<file path="src/hw/rtl/rocs_pkg.sv">
// ----------------------------------------------------------------------------
// Region occupancy steering package
// Shared types, register codes and constants.
// ----------------------------------------------------------------------------
`default_nettype none

package rocs_pkg;

  localparam int CntW   = 20;
  localparam int PosW   = 10;
  localparam int RegW   = 10;
  localparam int AngW   = 7;
  localparam int ProdW  = CntW + RegW;
  localparam int RecipW = 31;
  localparam int QuotW  = 21;

  localparam logic [CntW-1:0]   CNT_MAX     = {CntW{1'b1}};
  localparam logic [PosW-1:0]   POS_MAX     = {PosW{1'b1}};
  // ceil(2**40 / 1000); floor(x * RECIP / 2**40) equals floor(x / 1000) for x < 2**30.
  localparam logic [RecipW-1:0] RECIP       = 31'd1099511628;
  localparam int                RecipShift  = 40;

  localparam int ApbAddrW = 5;

  localparam logic [2:0] REG_LEFT_WIDTH    = 3'd0;
  localparam logic [2:0] REG_CENTER_START  = 3'd1;
  localparam logic [2:0] REG_CENTER_WIDTH  = 3'd2;
  localparam logic [2:0] REG_RIGHT_START   = 3'd3;
  localparam logic [2:0] REG_RIGHT_WIDTH   = 3'd4;
  localparam logic [2:0] REG_WINDOW_HEIGHT = 3'd5;
  localparam logic [2:0] REG_CENTER_BIAS   = 3'd6;
  localparam logic [2:0] REG_TURN_ANGLE    = 3'd7;

  localparam logic [1:0] REGION_LEFT   = 2'd0;
  localparam logic [1:0] REGION_CENTER = 2'd1;
  localparam logic [1:0] REGION_RIGHT  = 2'd2;

  typedef struct packed {
    logic [RegW-1:0] left_width;
    logic [RegW-1:0] center_start;
    logic [RegW-1:0] center_width;
    logic [RegW-1:0] right_start;
    logic [RegW-1:0] right_width;
    logic [RegW-1:0] window_height;
    logic [RegW-1:0] center_bias;
    logic [AngW-1:0] turn_angle;
  } cfg_t;

  typedef struct packed {
    logic            valid;
    logic [CntW-1:0] left_cnt;
    logic [CntW-1:0] center_cnt;
    logic [CntW-1:0] right_cnt;
    logic            stopped;
  } snap_t;

endpackage

`default_nettype wire

</file>
<file path="src/hw/rtl/region_occupancy_steering_top.sv">
// ----------------------------------------------------------------------------
// Region occupancy steering
// Counts occupied pixels in three column windows and steers toward the
// least occupied one at the end of each frame.
// ----------------------------------------------------------------------------
// The block takes one item per clock cycle without gaps, pixels and speed
// updates alike, as long as the result side keeps up. A pixel that ends a
// frame produces one result item that passes, in order, through the input
// register, the snapshot register of the select pipeline, the bias multiply,
// the reciprocal multiply that divides by 1000, and the final compare into the
// output register. The accumulator keeps counting a new frame while earlier
// results drain, so back-to-back short frames also run at one item per
// cycle while the result side keeps up.
`default_nettype none

module region_occupancy_steering_top (
  input  wire logic                          clk,
  input  wire logic                          rst,
  input  wire logic                          psel,
  input  wire logic                          penable,
  input  wire logic                          pwrite,
  input  wire logic [rocs_pkg::ApbAddrW-1:0] paddr,
  input  wire logic [31:0]                   pwdata,
  output logic      [31:0]                   prdata,
  output logic                               pready,
  input  wire logic                          s_tvalid,
  output logic                               s_tready,
  // blue [7:0], green [15:8], red [23:16], speed_value [39:24]
  input  wire logic [39:0]                   s_tdata,
  // op [0], end_of_line [1]
  input  wire logic [1:0]                    s_tuser,
  // end_of_frame
  input  wire logic                          s_tlast,
  output logic                               m_tvalid,
  input  wire logic                          m_tready,
  // steer_angle [7:0], chosen_region [9:8], left_total [29:10],
  // center_total [49:30], right_total [69:50], zero [71:70]
  output logic [71:0]                        m_tdata
);
  import rocs_pkg::*;

  cfg_t            cfg;
  snap_t           snap;
  logic            snap_ready;
  logic [7:0]      steer_angle;
  logic [1:0]      chosen_region;
  logic [CntW-1:0] left_total;
  logic [CntW-1:0] center_total;
  logic [CntW-1:0] right_total;

  rocs_cfg u_cfg (
    .clk     (clk),
    .rst     (rst),
    .psel    (psel),
    .penable (penable),
    .pwrite  (pwrite),
    .paddr   (paddr),
    .pwdata  (pwdata),
    .prdata  (prdata),
    .pready  (pready),
    .cfg     (cfg)
  );

  rocs_accum u_accum (
    .clk          (clk),
    .rst          (rst),
    .cfg          (cfg),
    .in_valid     (s_tvalid),
    .in_ready     (s_tready),
    .op           (s_tuser[0]),
    .blue         (s_tdata[7:0]),
    .green        (s_tdata[15:8]),
    .red          (s_tdata[23:16]),
    .end_of_line  (s_tuser[1]),
    .end_of_frame (s_tlast),
    .speed_value  (s_tdata[39:24]),
    .snap         (snap),
    .snap_ready   (snap_ready)
  );

  rocs_select u_select (
    .clk           (clk),
    .rst           (rst),
    .cfg           (cfg),
    .snap          (snap),
    .snap_ready    (snap_ready),
    .out_valid     (m_tvalid),
    .out_ready     (m_tready),
    .steer_angle   (steer_angle),
    .chosen_region (chosen_region),
    .left_total    (left_total),
    .center_total  (center_total),
    .right_total   (right_total)
  );

  assign m_tdata = {2'b00, right_total, center_total, left_total, chosen_region, steer_angle};

endmodule

`default_nettype wire

</file>
<file path="src/hw/rtl/rocs_cfg.sv">
// ----------------------------------------------------------------------------
// Configuration registers
// APB-style register file holding the window geometry, bias and angle.
// ----------------------------------------------------------------------------
`default_nettype none

module rocs_cfg (
  input  wire logic                          clk,
  input  wire logic                          rst,
  input  wire logic                          psel,
  input  wire logic                          penable,
  input  wire logic                          pwrite,
  input  wire logic [rocs_pkg::ApbAddrW-1:0] paddr,
  input  wire logic [31:0]                   pwdata,
  output logic      [31:0]                   prdata,
  output logic                               pready,
  output rocs_pkg::cfg_t                     cfg
);
  import rocs_pkg::*;

  logic       wr_en;
  logic [2:0] idx;

  assign pready = 1'b1;
  assign wr_en  = psel && penable && pwrite && pready;
  assign idx    = paddr[ApbAddrW-1:2];

  always_ff @(posedge clk) begin
    if (rst) begin
      cfg.left_width    <= 10'd213;
      cfg.center_start  <= 10'd213;
      cfg.center_width  <= 10'd214;
      cfg.right_start   <= 10'd417;
      cfg.right_width   <= 10'd213;
      cfg.window_height <= 10'd480;
      cfg.center_bias   <= 10'd900;
      cfg.turn_angle    <= 7'd10;
    end else if (wr_en) begin
      unique case (idx)
        REG_LEFT_WIDTH:    cfg.left_width    <= pwdata[RegW-1:0];
        REG_CENTER_START:  cfg.center_start  <= pwdata[RegW-1:0];
        REG_CENTER_WIDTH:  cfg.center_width  <= pwdata[RegW-1:0];
        REG_RIGHT_START:   cfg.right_start   <= pwdata[RegW-1:0];
        REG_RIGHT_WIDTH:   cfg.right_width   <= pwdata[RegW-1:0];
        REG_WINDOW_HEIGHT: cfg.window_height <= pwdata[RegW-1:0];
        REG_CENTER_BIAS:   cfg.center_bias   <= pwdata[RegW-1:0];
        REG_TURN_ANGLE:    cfg.turn_angle    <= pwdata[AngW-1:0];
        default: ;
      endcase
    end
  end

  always_comb begin
    prdata = '0;
    unique case (idx)
      REG_LEFT_WIDTH:    prdata[RegW-1:0] = cfg.left_width;
      REG_CENTER_START:  prdata[RegW-1:0] = cfg.center_start;
      REG_CENTER_WIDTH:  prdata[RegW-1:0] = cfg.center_width;
      REG_RIGHT_START:   prdata[RegW-1:0] = cfg.right_start;
      REG_RIGHT_WIDTH:   prdata[RegW-1:0] = cfg.right_width;
      REG_WINDOW_HEIGHT: prdata[RegW-1:0] = cfg.window_height;
      REG_CENTER_BIAS:   prdata[RegW-1:0] = cfg.center_bias;
      REG_TURN_ANGLE:    prdata[AngW-1:0] = cfg.turn_angle;
      default:           prdata = '0;
    endcase
  end

endmodule

`default_nettype wire

</file>
<file path="src/hw/rtl/rocs_accum.sv">
// ----------------------------------------------------------------------------
// Occupancy accumulator
// Input register, raster position tracking and saturating window counters.
// ----------------------------------------------------------------------------
`default_nettype none

module rocs_accum (
  input  wire logic           clk,
  input  wire logic           rst,
  input  wire rocs_pkg::cfg_t cfg,
  input  wire logic           in_valid,
  output logic                in_ready,
  input  wire logic           op,
  input  wire logic [7:0]     blue,
  input  wire logic [7:0]     green,
  input  wire logic [7:0]     red,
  input  wire logic           end_of_line,
  input  wire logic           end_of_frame,
  input  wire logic [15:0]    speed_value,
  output rocs_pkg::snap_t     snap,
  input  wire logic           snap_ready
);
  import rocs_pkg::*;

  logic            v0;
  logic            op0;
  logic [7:0]      blue0;
  logic [7:0]      green0;
  logic [7:0]      red0;
  logic            eol0;
  logic            eof0;
  logic [15:0]     spd0;

  logic [PosW-1:0] column_position;
  logic [PosW-1:0] row_position;
  logic [CntW-1:0] left_count;
  logic [CntW-1:0] center_count;
  logic [CntW-1:0] right_count;
  logic            stopped;

  logic [CntW-1:0] left_count_next;
  logic [CntW-1:0] center_count_next;
  logic [CntW-1:0] right_count_next;

  logic            is_result;
  logic            consume;
  logic            occupied;
  logic            in_left;
  logic            in_center;
  logic            in_right;

  assign is_result = v0 && !op0 && eof0;
  assign consume   = v0 && (!is_result || snap_ready);
  assign in_ready  = !v0 || consume;

  always_ff @(posedge clk) begin
    if (rst) begin
      v0 <= 1'b0;
    end else if (in_ready) begin
      v0 <= in_valid;
    end
  end

  always_ff @(posedge clk) begin
    if (in_ready && in_valid) begin
      op0    <= op;
      blue0  <= blue;
      green0 <= green;
      red0   <= red;
      eol0   <= end_of_line;
      eof0   <= end_of_frame;
      spd0   <= speed_value;
    end
  end

  always_comb begin
    occupied  = !((blue0 == 8'd0 || blue0 == 8'd255) && green0 == 8'd0 && red0 == 8'd0)
                && (row_position < cfg.window_height);
    in_left   = column_position < cfg.left_width;
    in_center = (column_position >= cfg.center_start) &&
                ({1'b0, column_position} < ({1'b0, cfg.center_start} +
                                            {1'b0, cfg.center_width}));
    in_right  = (column_position >= cfg.right_start) &&
                ({1'b0, column_position} < ({1'b0, cfg.right_start} +
                                            {1'b0, cfg.right_width}));

    left_count_next   = left_count;
    center_count_next = center_count;
    right_count_next  = right_count;
    if (occupied && in_left && left_count != CNT_MAX) begin
      left_count_next = left_count + 1'b1;
    end
    if (occupied && in_center && center_count != CNT_MAX) begin
      center_count_next = center_count + 1'b1;
    end
    if (occupied && in_right && right_count != CNT_MAX) begin
      right_count_next = right_count + 1'b1;
    end
  end

  always_comb begin
    snap.valid      = is_result;
    snap.left_cnt   = left_count_next;
    snap.center_cnt = center_count_next;
    snap.right_cnt  = right_count_next;
    snap.stopped    = stopped;
  end

  always_ff @(posedge clk) begin
    if (rst) begin
      column_position <= '0;
      row_position    <= '0;
      left_count      <= '0;
      center_count    <= '0;
      right_count     <= '0;
      stopped         <= 1'b1;
    end else if (consume) begin
      if (op0) begin
        stopped <= (spd0 == 16'd0);
      end else if (eof0) begin
        column_position <= '0;
        row_position    <= '0;
        left_count      <= '0;
        center_count    <= '0;
        right_count     <= '0;
      end else begin
        left_count   <= left_count_next;
        center_count <= center_count_next;
        right_count  <= right_count_next;
        if (eol0) begin
          column_position <= '0;
          if (row_position != POS_MAX) begin
            row_position <= row_position + 1'b1;
          end
        end else if (column_position != POS_MAX) begin
          column_position <= column_position + 1'b1;
        end
      end
    end
  end

endmodule

`default_nettype wire

</file>
<file path="src/hw/rtl/rocs_select.sv">
// ----------------------------------------------------------------------------
// Region selection
// Scales the center count, picks the least occupied window and holds the
// result item in the output register.
// ----------------------------------------------------------------------------
`default_nettype none

module rocs_select (
  input  wire logic                       clk,
  input  wire logic                       rst,
  input  wire rocs_pkg::cfg_t             cfg,
  input  wire rocs_pkg::snap_t            snap,
  output logic                            snap_ready,
  output logic                            out_valid,
  input  wire logic                       out_ready,
  output logic [7:0]                      steer_angle,
  output logic [1:0]                      chosen_region,
  output logic [rocs_pkg::CntW-1:0]       left_total,
  output logic [rocs_pkg::CntW-1:0]       center_total,
  output logic [rocs_pkg::CntW-1:0]       right_total
);
  import rocs_pkg::*;

  logic                      v1, v2, v3;
  logic                      rdy1, rdy2, rdy3, rdy4;

  logic [CntW-1:0]           lt1, ct1, rt1;
  logic                      st1;
  logic [CntW-1:0]           lt2, rt2;
  logic [ProdW-1:0]          prod2;
  logic                      st2;
  logic [CntW-1:0]           lt3, rt3;
  logic [QuotW-1:0]          quot3;
  logic                      st3;

  logic [ProdW+RecipW-1:0]   recip_prod;
  logic [CntW-1:0]           ct_sat;
  logic [1:0]                region;
  logic [7:0]                angle;

  assign rdy4       = !out_valid || out_ready;
  assign rdy3       = !v3 || rdy4;
  assign rdy2       = !v2 || rdy3;
  assign rdy1       = !v1 || rdy2;
  assign snap_ready = rdy1;

  always_ff @(posedge clk) begin
    if (rst) begin
      v1        <= 1'b0;
      v2        <= 1'b0;
      v3        <= 1'b0;
      out_valid <= 1'b0;
    end else begin
      if (rdy1) v1 <= snap.valid;
      if (rdy2) v2 <= v1;
      if (rdy3) v3 <= v2;
      if (rdy4) out_valid <= v3;
    end
  end

  assign recip_prod = prod2 * RECIP;

  always_comb begin
    ct_sat = (quot3 > {1'b0, CNT_MAX}) ? CNT_MAX : quot3[CntW-1:0];
    if (lt3 <= ct_sat && lt3 <= rt3) begin
      region = REGION_LEFT;
      angle  = 8'd0 - {1'b0, cfg.turn_angle};
    end else if (ct_sat <= rt3) begin
      region = REGION_CENTER;
      angle  = 8'd0;
    end else begin
      region = REGION_RIGHT;
      angle  = {1'b0, cfg.turn_angle};
    end
    if (st3) begin
      angle = 8'd0;
    end
  end

  always_ff @(posedge clk) begin
    if (rdy1 && snap.valid) begin
      lt1 <= snap.left_cnt;
      ct1 <= snap.center_cnt;
      rt1 <= snap.right_cnt;
      st1 <= snap.stopped;
    end
    if (rdy2 && v1) begin
      lt2   <= lt1;
      rt2   <= rt1;
      st2   <= st1;
      prod2 <= ct1 * cfg.center_bias;
    end
    if (rdy3 && v2) begin
      lt3   <= lt2;
      rt3   <= rt2;
      st3   <= st2;
      quot3 <= recip_prod[RecipShift +: QuotW];
    end
    if (rdy4 && v3) begin
      steer_angle   <= angle;
      chosen_region <= region;
      left_total    <= lt3;
      center_total  <= ct_sat;
      right_total   <= rt3;
    end
  end

endmodule

`default_nettype wire

</file>
<file path="config.mk">
export PLATFORM = sky130hd
export DESIGN_NAME = region_occupancy_steering_top
export DESIGN_NICKNAME = d
export VERILOG_FILES = /design/src/hw/rtl/rocs_pkg.sv /design/src/hw/rtl/region_occupancy_steering_top.sv /design/src/hw/rtl/rocs_cfg.sv /design/src/hw/rtl/rocs_accum.sv /design/src/hw/rtl/rocs_select.sv
export SDC_FILE = /design/constraint.sdc
export NUM_CORES = 2
export LEC_CHECK = 0
export BUFFER_PORTS_ARGS = -buffer_cell sky130_fd_sc_hd__buf_2
export CAP_MARGIN = 20
export CORE_ASPECT_RATIO = 1.4
export CORE_MARGIN = 8
export CORE_UTILIZATION = 40
export CTS_BUF_LIST = sky130_fd_sc_hd__clkbuf_4
export DETAILED_ROUTE_END_ITERATION = 6
export GPL_ROUTABILITY_DRIVEN = 0
export PLACE_DENSITY = 0.58
export SYNTH_ARGS = -nofsm -noshare
export SYNTH_HDL_FRONTEND = slang
export SYNTH_SLANG_ARGS = --single-unit
</file>
<file path="constraint.sdc">
create_clock -name clk -period 22.4 [get_ports clk]
set_clock_uncertainty 0.1 [all_clocks]
set_input_delay 3.36 -clock clk [delete_from_list [all_inputs] [get_ports clk]]
set_output_delay 3.36 -clock clk [all_outputs]
set_load 0.01 [all_outputs]
</file>
==> results list <==
* DRT Pass-1 Iters: 7
- Pin count of the biggest net entering global routing: 80
- On the worst path, the slowest cell contributes a delay of roughly 0.64 ns.
- The final count of hold timing violations is 0.
* WP buf/inv: 3
- Using the TritonRoute via totals, the vias-per-cell ratio works out to 5.07.
* Critical path type: input port to output pin
- In this run the worst path has a maximum fanout of 30.
- The slowest stage of the critical path belongs to the cell sky130_fd_sc_hd__buf_2.
* Count of final setup violators: 0
* Core Footprint: 102,000 µm²
- Across all layers, the routed design uses between 20,000 and 30,000 vias.
- Clock tree synthesis inserted a total of between 100 and 150 buffers.
* Ys async rst share: 0%
- Clock Power Share: between 10% and 20%
- Combinational logic is responsible for a little over three fifths of the overall power.
- Dpl ws: between 10 and 15 ns
- Post-synth top area cell: sky130_fd_sc_hd__edfxtp_1
- Critical path capture point type: output pin
- Summing all multi-input logic gate instances after layout gives 25,400 µm².
- Max FFs per register: 77
- Setup TNS after final layout: 0 ns
- Leakage power: between 20 and 25 nW
- Die Height: 395 µm
- Clock latency on the worst-skew pair: 1.00 ns
- Number of antenna violations at the first check in global routing: 5
- Share of total power consumed by net switching: a little under half
- The number of gates resized after CTS was 0.
- Proportion of layout cells with a drive suffix above 1: 10.3%
- Boundary Pins: around 190
- Launch point of the critical path: paddr[2]
- The H-tree generated during clock tree synthesis spans 3 levels.
- Part of the power in registers: between 20% and 30%
* Critical Path AT: between 5 and 6 ns
- Wire length of the first global-routing pass: approximately 160,000 µm
* Capture instance of the worst register-to-register path: u_select.quot3[19]
- TritonCTS built the clock tree.
* CTS clock-pin slew for the worst setup and hold paths: about 0.08 ns
* Clk Tree Root Cell: sky130_fd_sc_hd__clkbuf_4
- The total overflow left after global routing is 0.
* Worst hold stages: 0
- Final nets: roughly 5,000
- Across the run, the number of max-cap violations was 0.
* Data required time at the worst endpoint: roughly 19 ns
- Count of standard-cell rows: about 140
* Instance count on the critical path: 6
* Area added between synthesis and finish: 9.10%
- Summing every instance area after synthesis gives approximately 41,000 µm².
* Number of unique standard cell types used by synthesis: 80
- Hold Startpoint: u_select.lt2[14]
- In the synthesized netlist the dominant register cell turns out to be sky130_fd_sc_hd__edfxtp_1.
- Once layout is complete, the utilization of the core stands at between 40% and 50%.
- The critical path goes through buf_2 -> clkinv_1 -> nor2_1 -> a22oi_1 -> o221ai_1 -> buf_2.
- sky130_fd_sc_hd__inv_1 is the most common cell in the netlist.
- In the final routed layout, each cell accounts on average for around 18 µm.
* Worst IR drop on VDD: between 0.0001 and 0.00015 V
- Most frequent cells after synthesis: sky130_fd_sc_hd__inv_1, sky130_fd_sc_hd__ha_1, sky130_fd_sc_hd__fa_1
- Based on the critical path, the design can be clocked at up to about 110 MHz.
* Internal power consumption: 0.00258 W
- Die area: about 110,000 µm²
- The number of global-route vias before repair came to 30,100.
- Worst R2R Setup Slack: around 14 ns
* RSZ-0062 raised after global routing: false
- In this run the tool buffered the top-level ports with 144 buffer cells.
- Across every metal layer, demand over resource in global routing totals between 10% and 20%.
- Result of the run: finished, final reports clean
- Pins over their slew limit: 0
- In the finished design, the share of the clock period the worst path needs comes to 41.2%.
* Synth Register Bits: 470
* Net Switching: between 0.002 and 0.0025 W
- Count of yosys warnings during synthesis: 0
- Die outline width: 287 µm
- Maximum count of clock buffers along a single path: 3
- End of the critical path: prdata[8]
* Max transition margin: roughly 30%
- HPWL reported at the end of detailed placement: ~80,000 µm
- The number of setup buffers added after CTS is 0.
- Initial cell density of the core: 40.2%
- After clock tree synthesis, the flow added hold-fix buffers numbering 0.
- Crit-path leading delay family: buffers and inverters
* Top cell type's share of synthesized area: 22.4%
- Once routing completed, OpenROAD measured the worst setup slack at ~13 ns.
- The worst setup path is launched from an input port.
- Ranked by total cell area, the synthesized netlist is headed by sky130_fd_sc_hd__edfxtp_1, sky130_fd_sc_hd__fa_1, sky130_fd_sc_hd__ha_1, sky130_fd_sc_hd__dfxtp_1, sky130_fd_sc_hd__inv_1.
- After filler insertion, the fill cell instance count of the layout stands at around 10,000.
* Register containing the most flip-flops in the final layout: u_cfg.cfg
* Post-detailed-route DRC marker count: 0
- Tightest Hold Check Type: flip-flop to flip-flop
- Across the whole layout, storage elements account for 12,500 µm².
- Slew at the pin closest to its max-slew limit: between 1 and 1.5 ns
- By instance count, the cell type seen most on the critical path is sky130_fd_sc_hd__buf_2.
* Origin of the critical flop-to-flop path: u_select.prod2[9]
- After synthesis, the mean cell area works out to 10.6 µm².
- Largest registers: u_cfg.cfg: 77 flops, u_select.prod2: 30 flops, u_select.quot3: 21 flops
- Power Density: ~110 nW/µm²
- Fraction of the yosys area taken by sequential cells: a little under a third
* EDFF count, synth: 307
* Cells on worst reg2reg path: 23
- Synthesis handed over a netlist of 3,889 instances.
- DRC marker count from the first detailed-route iteration: roughly 1,200
- The clock net in this run drives a total of between 400 and 500 sinks.
* Final Critical Period: ~9.2 ns
- In this run the remaining antenna-violating nets after routing total 0.
* Routed Wire Length: roughly 100,000 µm
==> stage by stage <==
| stage | area, µm² | hold WS, ns | cells | power (W) |
|---|---|---|---|---|
| CTS | 44800 | 0.291 | 5493 | 0.00483 |
| detailed placement | 43200 | 0.305 | 5288 | 0.00402 |
| global placement | 43200 | 0.301 | 5288 | 0.00400 |
| global route | 44800 | 0.290 | 5497 | 0.00527 |
| finish | 44800 | 0.307 | 5498 | 0.00476 |
| floorplan | 41200 | 0.300 | 3912 | 0.00319 |
==> cell usage in the layout, fill, tap and decap left out, types with 54 or more instances in the layout <==
cell type and n:
sky130_fd_sc_hd__nand2_1 199, sky130_fd_sc_hd__ha_1 579, sky130_fd_sc_hd__dfxtp_1 163, sky130_fd_sc_hd__fa_1 420, sky130_fd_sc_hd__clkbuf_4 161, sky130_fd_sc_hd__a21oi_1 132, sky130_fd_sc_hd__nor2_1 176, sky130_fd_sc_hd__a21o_1 66
sky130_fd_sc_hd__o21ai_0 108, sky130_fd_sc_hd__buf_2 143, sky130_fd_sc_hd__xor2_1 54, sky130_fd_sc_hd__inv_1 727, sky130_fd_sc_hd__and2_1 125, sky130_fd_sc_hd__mux2i_1 59, sky130_fd_sc_hd__xnor2_1 72, sky130_fd_sc_hd__edfxtp_1 307
==> worst reg2reg max path, cell delays in order (launching register included) <==
cell and delay [ns]:
sky130_fd_sc_hd__edfxtp_1 0.91, sky130_fd_sc_hd__ha_1 0.42, sky130_fd_sc_hd__fa_1 0.46, sky130_fd_sc_hd__fa_1 0.55, sky130_fd_sc_hd__inv_1 0.05, sky130_fd_sc_hd__fa_1 0.49
sky130_fd_sc_hd__inv_1 0.05, sky130_fd_sc_hd__fa_1 0.53, sky130_fd_sc_hd__fa_1 0.46, sky130_fd_sc_hd__fa_1 0.55, sky130_fd_sc_hd__inv_1 0.05, sky130_fd_sc_hd__fa_1 0.50
sky130_fd_sc_hd__inv_1 0.04, sky130_fd_sc_hd__ha_1 0.37, sky130_fd_sc_hd__nand3_1 0.14, sky130_fd_sc_hd__nor4_1 0.60, sky130_fd_sc_hd__o211ai_1 0.29, sky130_fd_sc_hd__a31oi_1 0.62
sky130_fd_sc_hd__nor2_1 0.19, sky130_fd_sc_hd__o21ai_1 0.41, sky130_fd_sc_hd__a41oi_1 0.30, sky130_fd_sc_hd__o21ai_1 0.29, sky130_fd_sc_hd__o21ai_1 0.11, sky130_fd_sc_hd__o31a_1 0.11
==> worst min path at each step <==
stage                       endpoint  slack [ns]
floorplan            u_select.lt2[0]        0.30
global placement    u_select.lt2[18]        0.30
detailed placement  u_select.lt2[13]        0.30
CTS                  u_select.rt3[8]        0.29
global route        u_select.lt3[14]        0.29
finish              u_select.lt3[14]        0.31
==> area by class of cell <==
type	instances	area share, %
clock inverter	44	0.807
clock buffer	161	2.70
timing repair buffer	171	2.07
inverter	728	6.10
tap	1339	3.74
multi-input combinational	2580	56.7
sequential	470	27.8
antenna	5	0.0279
==> kinds of logic after synthesis <==
group / count (synthesis) / synth area share [%]
and+or+nand+nor: 798 / 9.74
AOI/OAI and AO/OA: 558 / 8.96
DFF: 470 / 30.4
muxes: 74 / 1.96
buffers and inverters: 862 / 8.16
adders and majority gates: 999 / 38.1
other: 2 / 0.0183
xor gates and xnor gates: 126 / 2.69
==> routing by layer <==
layer / vias to the layer above / wire length, µm / global-route usage (%)
met1: 13800 / 39500 / 19.7
met5: - / 28 / 0
li1: 13400 / - / -
met3: 180 / 3110 / 2.40
met4: 4 / 3320 / 6.30
met2: 494 / 54400 / 34.7
==> power groups by stage <==
| stage | sequential [W] | combinational, W | clock (W) |
|---|---|---|---|
| 2_1_floorplan | 0.00102 | 0.00217 | 0 |
| 3_3_place_gp | 0.00103 | 0.00297 | 0 |
| 3_5_place_dp | 0.00103 | 0.00299 | 0 |
| 4_1_cts | 0.00101 | 0.00303 | 0.000792 |
| 5_1_grt | 0.00101 | 0.00343 | 0.000827 |
| 6_report | 0.00101 | 0.00300 | 0.000760 |
No activity file was read; power rests on OpenSTA's default activity.
